--- config.mk ---
export PLATFORM = sky130hd
export DESIGN_NAME = ucmf_ram
export DESIGN_NICKNAME = d
export VERILOG_FILES = /design/src/hw/rtl/assert_macros.svh /design/src/hw/rtl/ucmf_ram.sv
export SDC_FILE = /design/constraint.sdc
export NUM_CORES = 1
export LEC_CHECK = 0
export BUFFER_PORTS_ARGS = -buffer_cell sky130_fd_sc_hd__buf_2
export CAP_MARGIN = 20
export CELL_PAD_IN_SITES_DETAIL_PLACEMENT = 2
export CELL_PAD_IN_SITES_GLOBAL_PLACEMENT = 2
export CORE_MARGIN = 5
export CORE_UTILIZATION = 40
export DETAILED_ROUTE_END_ITERATION = 10
export HOLD_SLACK_MARGIN = 0.15
export PLACE_DENSITY = 0.75
export SKIP_LAST_GASP = 1
export SYNTH_ARGS = -nofsm -noshare
export SYNTH_HDL_FRONTEND = slang
export SYNTH_SLANG_ARGS = --single-unit
--- constraint.sdc ---
create_clock -name clk -period 1.6 [get_ports clk]
set_input_delay 0.24 -clock clk [delete_from_list [all_inputs] [get_ports clk]]
set_output_delay 0.24 -clock clk [all_outputs]
set_load 0.03 [all_outputs]
--- src/hw/rtl/assert_macros.svh ---
// assertion macros for the rtl files
`ifndef ASSERT_MACROS_SVH
`define ASSERT_MACROS_SVH

// clocked check, disabled while reset is asserted
`define ASSERT_CLK(lbl, prop, msg) \
    lbl: assert property (@(posedge clk) disable iff (!rst_n) prop) else $error(msg);

// implication check, disabled while reset is asserted
`define ASSERT_IMP(lbl, pre, post, msg) \
    lbl: assert property (@(posedge clk) disable iff (!rst_n) (pre) |=> (post)) else $error(msg);

`endif

--- src/hw/rtl/ucmf_ram.sv ---
// generic single write port ram with registered read
module ucmf_ram #(
    parameter int WIDTH = 8,
    parameter int DEPTH = 16
) (
    input  logic                                       clk,
    input  logic                                       we,
    input  logic [((DEPTH > 1) ? $clog2(DEPTH) : 1)-1:0] waddr,
    input  logic [WIDTH-1:0]                           wdata,
    input  logic [((DEPTH > 1) ? $clog2(DEPTH) : 1)-1:0] raddr,
    output logic [WIDTH-1:0]                           rdata
);

    logic [WIDTH-1:0] mem [DEPTH];

    always_ff @(posedge clk)
    begin
        if (we)
        begin
            mem[waddr] <= wdata;
        end
        rdata <= mem[raddr];
    end

endmodule

## Word-level counts from Yosys, hierarchy flattened

Memories as Yosys holds them, arrays and structs flattened. A register that Yosys moved wholly into a read port is not among the register bits.
Cells that the tools add are included.

- Output and inout bits: 8
- Bits of input ports: 18
- Memories: 1
- Memory bits (writable): 128
- Register bits after elaboration: 0
- Word-level logic and storage cells: 3

Memory list:

| memory | words | bits a word | read ports | clocked after Yosys merged registers in | write ports | RTL line | text |
|---|---|---|---|---|---|---|---|
| mem | 16 | 8 | 1 | 1 | 1 | ucmf_ram.sv:14 | `logic [WIDTH-1:0] mem [DEPTH];` |

- Multiplexer cells: 2

Operators with widths:

| kind | number |
|---|---|
| $mux W1 | 2 |

## Depth between registers and ports, before layout

Gate-level depths: netlist of run 1.

- Depth after elaboration: 2
- Gate-level depth with buffers: 5
- Gate-level depth less buffers: 3

## Worst setup path after synthesis of run 1

Ideal clock, no wire load.

- Kind: input to register
- Start: input waddr[2] in the netlist's numbering
- End: memory mem[0][0] (enable)
- Cell stages on the path: 2
- Setup time: 0.383 ns
- Arrival: 1.350 ns
- Setup slack: -0.133 ns
- Data required time: 1.217 ns
- Path buffers: 0
- Cells stage by stage: or3b_2 -> nor3_1

RTL lines:

| item | RTL line | text |
|---|---|---|
| start: declaration | ucmf_ram.sv:8 | `input logic [((DEPTH > 1) ? $clog2(DEPTH) : 1)-1:0] waddr,` |
| end: declaration | ucmf_ram.sv:14 |  |

No word-level cell before the write port.

==> reports/summary.txt, run 1 <==
TIMING
---------------------------------------------------------------------------------
Share of the clock period used by the worst path after layout               92.2%
Total of endpoints with negative setup slack in the final report                0
Max-slew headroom                                                           45.1%
Final Critical Period                                                     1470 ps
RSZ-0062 raised after global routing                                           no
Pins over their slew limit                                                      0
Highest clock rate                                                      0.678 GHz
Worst hold slack                                                           225 ps
Final hold vios                                                                 0
Worst slew pin tran                                                        820 ps
Setup slack after layout                                                   125 ps
Total Negative Setup Slacks                                                  0 ps
Worst clock skew                                                          6.17 ps

FLOW RUN
---------------------------------------------------------------------------------
Max capacitance violation total                                                 0

SYNTH
---------------------------------------------------------------------------------
Warnings, synthesis                                                             0
FF+latch count, synth                                                         136
Register area share after synthesis                                         77.8%
Synthesized area divided by synthesized cell count                     22.5 sq um
Gate count after technology mapping                                           229
Syn nets                                                                      247
Netlist Area Pre-Place                                                 5150 sq um
Count of unique library cells instantiated by Yosys                            19

PWR
---------------------------------------------------------------------------------
Static leakage                                                         0.00214 uW
Sequential Power Share                                                      47.0%
Fraction of power spent switching nets                                      20.0%
Maximum vdd drop                                                       0.000737 V
Total power consumption of the routed design                              8530 uW
Power density over the cells                                         1370 nW/um^2
Clock power frac                                                            47.8%
Internal power                                                            6830 uW
Combinational Power Share                                                    5.2%
Reported net switching power                                              1710 uW

FLOORPLAN
---------------------------------------------------------------------------------
Overall die width                                                          123 um
Effective utilization at floorplan                                          40.8%
Die ar.                                                               15200 sq um
# IOs                                                                          26
Chip Height                                                                123 um
Area of the core                                                      12600 sq um
Count of standard-cell rows                                                    41

WORST SETUP PATH
---------------------------------------------------------------------------------
Kind of cell adding the most delay to the critical path              multiplexers
Endpoint type of the worst setup path                                    register
Data required time at the worst endpoint                                  1890 ps
CP Launch Type                                                           register
Crit Path Max Fanout                                                            1
Crit path largest cell delay                                               550 ps
Type of the worst setup path                                         register to register
CP bufs+invs                                                                    0
Master of the slowest instance on the critical path                  sky130_fd_sc_hd__mux4_1
Arrival time reported for the critical path endpoint                      1770 ps
List of cells traversed by the critical path                         mux4_1 > a22oi_1 > nand2_1

CLOCKING
---------------------------------------------------------------------------------
Count of cells resized by post-cts repair                                       0
Bufs on Longest Clock Path                                                      2
Number of clock buffers inserted by TritonCTS                                  17
Hold-fix buffer count after cts                                                 0
Root cell of the clock tree                                          sky130_fd_sc_hd__clkbuf_16
CTS clk-pin slew, worst paths                                               60 ps
Post-CTS setup repair buffer count                                              0
Source-to-sink clock delay at the later pin of the worst-skew pair         410 ps
Clock tree from TritonCTS                                                   built
Clock Sink Count                                                              136
Htree depth                                                                     4

PLACED DESIGN
---------------------------------------------------------------------------------
GP Congestion                                                               0.690
Post-detailed-placement half-perimeter wirelength                         8270 um
DP Worst Slack                                                            -147 ps
Number of I/O port buffers                                                     25
Area after detailed placement                                          5630 sq um

FINAL LAYOUT
---------------------------------------------------------------------------------
Layout overhead on the synthesized area                                     21.3%
Post-route cell area                                                   6240 sq um
Antenna diode instance count                                                    0
Number of nets in the finished design                                         306
Share of cells above drive strength 1                                       32.6%

GLOBAL ROUTING
---------------------------------------------------------------------------------
Global-route wire length before repair                                   18800 um
Met2 track demand over resource in global routing                           29.4%
Vias in the first global route                                               2800
GRT Util Overall                                                            18.1%
GR met3 Demand/Resource                                                     5.26%
Layer carrying the most global-route usage                                   met2
Routing usage on met1                                                       22.8%
Antenna violations before repair                                                0
Overflow after GRT                                                              0
Pin count of the biggest net entering global routing                           17

DETAILED ROUTING
---------------------------------------------------------------------------------
Via total after detailed routing                                             2511
Final WL                                                                 12300 um
Average vias per placed instance                                             5.31
DR pass1 iterations                                                             5
DRC Markers                                                                     0
Drt first-iter violations                                                     214
Post-detailed-route count of antenna-violating nets                             0
Post-DR wirelength/cell                                                   25.9 um

STATUS
---------------------------------------------------------------------------------
Result of the run                                                    complete, no violations

MIN PATH
---------------------------------------------------------------------------------
Worst hold path class                                                primary input to register

[power by group through the flow]
| stage | Combinational [uW] | Clock [uW] | Sequential, uW |
|---|---|---|---|
| after floorplan | 202 | 0 | 4120 |
| after global placement | 424 | 0 | 4080 |
| after detailed placement | 447 | 0 | 4090 |
| after CTS | 455 | 4160 | 4010 |
| after global routing | 478 | 4350 | 4020 |
| final | 445 | 4080 | 4010 |
[cell usage in the layout, fill, tap and decap left out, drive strengths merged]
cell    synthesis  final
clkbuf          0     22
nand2b          2      2
nand2           9      9
nor2b           1      1
mux4           32     32
a22oi          16     16
buf             7     50
and2            1      1
clkinv          0      6
nand3b          2      2
and2b           1      1
nor3            4      4
dfxtp           8      8
nand3           1      1
nor2           13     13
bufinv          0      4
edfxtp        128    128
or3b            1      1
[cells in the mapped netlist (all sizes together)]
library cell,number,area share [%]
mux4,32,15
dfxtp,8,3.1
and2,1,0.12
or3b,1,0.17
and2b,1,0.15
nor3,4,0.39
nor2b,1,0.12
nand2,9,0.66
edfxtp,128,75
a22oi,16,2.3
buf,7,1.1
nor2,13,0.95
nand2b,2,0.24
nand3,1,0.097
clkdlybuf4s25,3,0.58
nand3b,2,0.29
[path summary, 6_finish.rpt]
kind                         endpoint  slack, ps            startpoint  depth (start not counted)
setup reg to reg     rdata[5]$_DFF_P_        130   mem[1][5]$_DFFE_PP_                          3
hold / removal    mem[0][4]$_DFFE_PP_        220              wdata[4]                          1
setup / recovery     rdata[5]$_DFF_P_        130   mem[1][5]$_DFFE_PP_                          3
hold reg to reg      rdata[5]$_DFF_P_        680  mem[12][5]$_DFFE_PP_                          3
[per-stage QoR]
stage	cells	utilization (%)
2_1_floorplan	229	-
3_3_place_gp	441	44.6
3_5_place_dp	441	44.6
4_1_cts	473	49.5
5_1_grt	473	49.5
6_report	473	49.5
[cell families after synthesis]
family | after synthesis | share of synthesized area (%)
flops | 136 | 77.8
buf+inv | 10 | 1.68
simple gates | 35 | 3.18
mux | 32 | 15.0
compound gates | 16 | 2.33
[state kept, by name (all words and copies together), names as in the netlist]
signal,cells
mem,128
rdata,8
[cell type report]
| class | count | area (sq um) |
|---|---|---|
| timing repair buffer | 50 | 350 |
| tap | 172 | 215 |
| multi-input combinational | 83 | 1060 |
| clock inverter | 10 | 149 |
| fill | 1123 | 6370 |
| sequential | 136 | 4000 |
| clock buffer | 22 | 464 |
[routing by layer]
layer  wire length, um  part of all wire [%]  vias up
met5                 0                     0        -
met4               231                   1.9        0
met3               489                   4.0       18
met2              6300                    51       61
met1              5250                    43     1341
li1                  -                     -     1091
No activity file was read; power rests on OpenSTA's default activity.
==> run 2: changes to the inputs <==
==> constraint.sdc (replaced) <==
create_clock -name clk -period 1.6 [get_ports clk]
set_input_delay 0.4 -clock clk [delete_from_list [all_inputs] [get_ports clk]]
set_output_delay 0.4 -clock clk [all_outputs]
set_load 0.03 [all_outputs]
==> run 2 against run 1 <==
Critical path depth up 2. Clock skew down 0.88 ps. First-iteration DRC count up 54%. Sequential power about the same. Register-to-register slack better by 60 ps. Fmax up 0.75%. Count of clock-buffer cells in the layout down 3. Power down 7.0%.
==> reports/summary.txt, run 2 (synthesized netlist as in run 1, its figures left out) <==
CLOCKING
-------------------------------------------------------------------------------------
Post-CTS setup repair buffer count                                                  0
Clock tree from TritonCTS                                                       built
Source-to-sink clock delay at the later pin of the worst-skew pair             400 ps
Number of clock buffers inserted by TritonCTS                                      17
Count of cells resized by post-cts repair                                           0
Hold-fix buffer count after cts                                                     0
Htree depth                                                                         4
Bufs on Longest Clock Path                                                          2
CTS clk-pin slew, worst paths                                                   60 ps
Root cell of the clock tree                                              sky130_fd_sc_hd__clkbuf_16
Clock Sink Count                                                                  136

PWR
-------------------------------------------------------------------------------------
Reported net switching power                                                  1680 uW
Fraction of power spent switching nets                                          21.2%
Total power consumption of the routed design                                  7930 uW
Power density over the cells                                             1280 nW/um^2
Maximum vdd drop                                                           0.000712 V
Combinational Power Share                                                        5.7%
Internal power                                                                6250 uW
Clock power frac                                                                43.6%
Static leakage                                                             0.00211 uW
Sequential Power Share                                                          50.6%

GLOBAL ROUTING
-------------------------------------------------------------------------------------
Vias in the first global route                                                   2844
Pin count of the biggest net entering global routing                               19
Global-route wire length before repair                                       18800 um
Antenna violations before repair                                                    0
GRT Util Overall                                                                18.1%
Overflow after GRT                                                                  0

WORST SETUP PATH
-------------------------------------------------------------------------------------
Crit Path Max Fanout                                                               18
Arrival time reported for the critical path endpoint                          1740 ps
Type of the worst setup path                                             primary input to register
Endpoint type of the worst setup path                                        register
Data required time at the worst endpoint                                      1880 ps
Kind of cell adding the most delay to the critical path                  multiplexers
R2R Setup Slk                                                                  190 ps
CP bufs+invs                                                                        2
Master of the slowest instance on the critical path                      sky130_fd_sc_hd__mux4_1
List of cells traversed by the critical path                             buf_2 > buf_12 > mux4_1 > a22oi_1 > nand2_1
CP Launch Type                                                           primary input
Crit path largest cell delay                                                   580 ps

DETAILED ROUTING
-------------------------------------------------------------------------------------
Via total after detailed routing                                                 2530
Drt first-iter violations                                                         329
Average vias per placed instance                                                 5.33
Final WL                                                                     12600 um
Post-detailed-route count of antenna-violating nets                                 0
Post-DR wirelength/cell                                                       26.4 um
DR pass1 iterations                                                                 5
DRC Markers                                                                         0

FINAL LAYOUT
-------------------------------------------------------------------------------------
Most frequent standard cell in the layout excluding fill and tap cells   sky130_fd_sc_hd__edfxtp_1
Register ranked first by flip-flop count                                          mem
Fill cells                                                                       1133
Layout overhead on the synthesized area                                         20.2%
Number of nets in the finished design                                             309
Share of the core filled with cells in the final layout                         49.0%
Area used by multi-input combinational logic                               1060 sq um
Share of cells above drive strength 1                                           32.7%
Biggest regs                                                             mem x128, rdata x8
Register Area                                                              4000 sq um
Max reg flops                                                                     128
Most frequent cells in the layout                                        sky130_fd_sc_hd__edfxtp_1 (128), sky130_fd_sc_hd__buf_2 (25), sky130_fd_sc_hd__buf_4 (24), sky130_fd_sc_hd__mux4_2 (18), sky130_fd_sc_hd__clkbuf_16 (17)
Antenna diode instance count                                                        0

TIMING
-------------------------------------------------------------------------------------
Final Critical Period                                                         1460 ps
Pins over their slew limit                                                          0
Total Negative Setup Slacks                                                      0 ps
Total of endpoints with negative setup slack in the final report                    0
Max-slew headroom                                                               41.0%
Worst hold slack                                                               389 ps
RSZ-0062 raised after global routing                                               no
Share of the clock period used by the worst path after layout                   91.5%
Worst slew pin tran                                                            882 ps
Worst clock skew                                                              5.29 ps
Highest clock rate                                                          0.683 GHz
Final hold vios                                                                     0

PLACED DESIGN
-------------------------------------------------------------------------------------
GP Congestion                                                                   0.693
Post-detailed-placement half-perimeter wirelength                             8330 um
Number of I/O port buffers                                                         25

FLOORPLAN
-------------------------------------------------------------------------------------
Count of standard-cell rows                                                        41
Area of the core                                                          12600 sq um
Effective utilization at floorplan                                              40.8%
# IOs                                                                              26
Chip Height                                                                    123 um
Overall die width                                                              123 um
Die ar.                                                                   15200 sq um

MIN PATH
-------------------------------------------------------------------------------------
Worst hold path class                                                    primary input to register

FLOW RUN
-------------------------------------------------------------------------------------
Max capacitance violation total                                                     0

STATUS
-------------------------------------------------------------------------------------
Result of the run                                                        complete, no violations

-- run 2: per-stage QoR --
stage          std cells  cell area (sq um)  setup slack [ps]
3_3_place_gp         444               5670              -244
4_1_cts              475               6190               134
5_1_grt              475               6190              82.0
3_5_place_dp         444               5670              -260
6_report             475               6190               136
2_1_floorplan        229               5150             -66.1
-- run 2: power by group through the flow --
stage                     clock, uW  combinational [uW]  sequential, uW
after floorplan                   0                 202            4120
final                          3460                 456            4020
after global routing           3730                 487            4020
after global placement            0                 433            4080
after detailed placement          0                 461            4090
after CTS                      3530                 466            4020
-- run 2: layout make-up --
| type | instances | area share, % |
|---|---|---|
| sequential | 136 | 64.7 |
| multi-input combinational | 83 | 17.2 |
| timing repair buffer | 53 | 6.23 |
| clock buffer | 19 | 7.00 |
| tap | 172 | 3.48 |
| clock inverter | 12 | 1.40 |
-- run 2: path summary, 6_finish.rpt --
kind,cells past startpoint,endpoint,startpoint
worst max-delay path,5,rdata[0]$_DFF_P_,raddr[0]
worst min-delay path,1,mem[5][1]$_DFFE_PP_,wdata[1]
worst max register to register,3,rdata[0]$_DFF_P_,mem[0][0]$_DFFE_PP_
worst min register to register,3,rdata[2]$_DFF_P_,mem[11][2]$_DFFE_PP_
-- run 2: metal layers --
layer | track usage, % | wire length, um | vias up | share of wire, %
met5 | 0 | 0 | - | 0
met2 | 30.1 | 6520 | 66 | 52
met1 | 24.0 | 5440 | 1362 | 43
met3 | 3.52 | 513 | 4 | 4.1
li1 | - | - | 1098 | -
met4 | 5.81 | 74 | 0 | 0.59
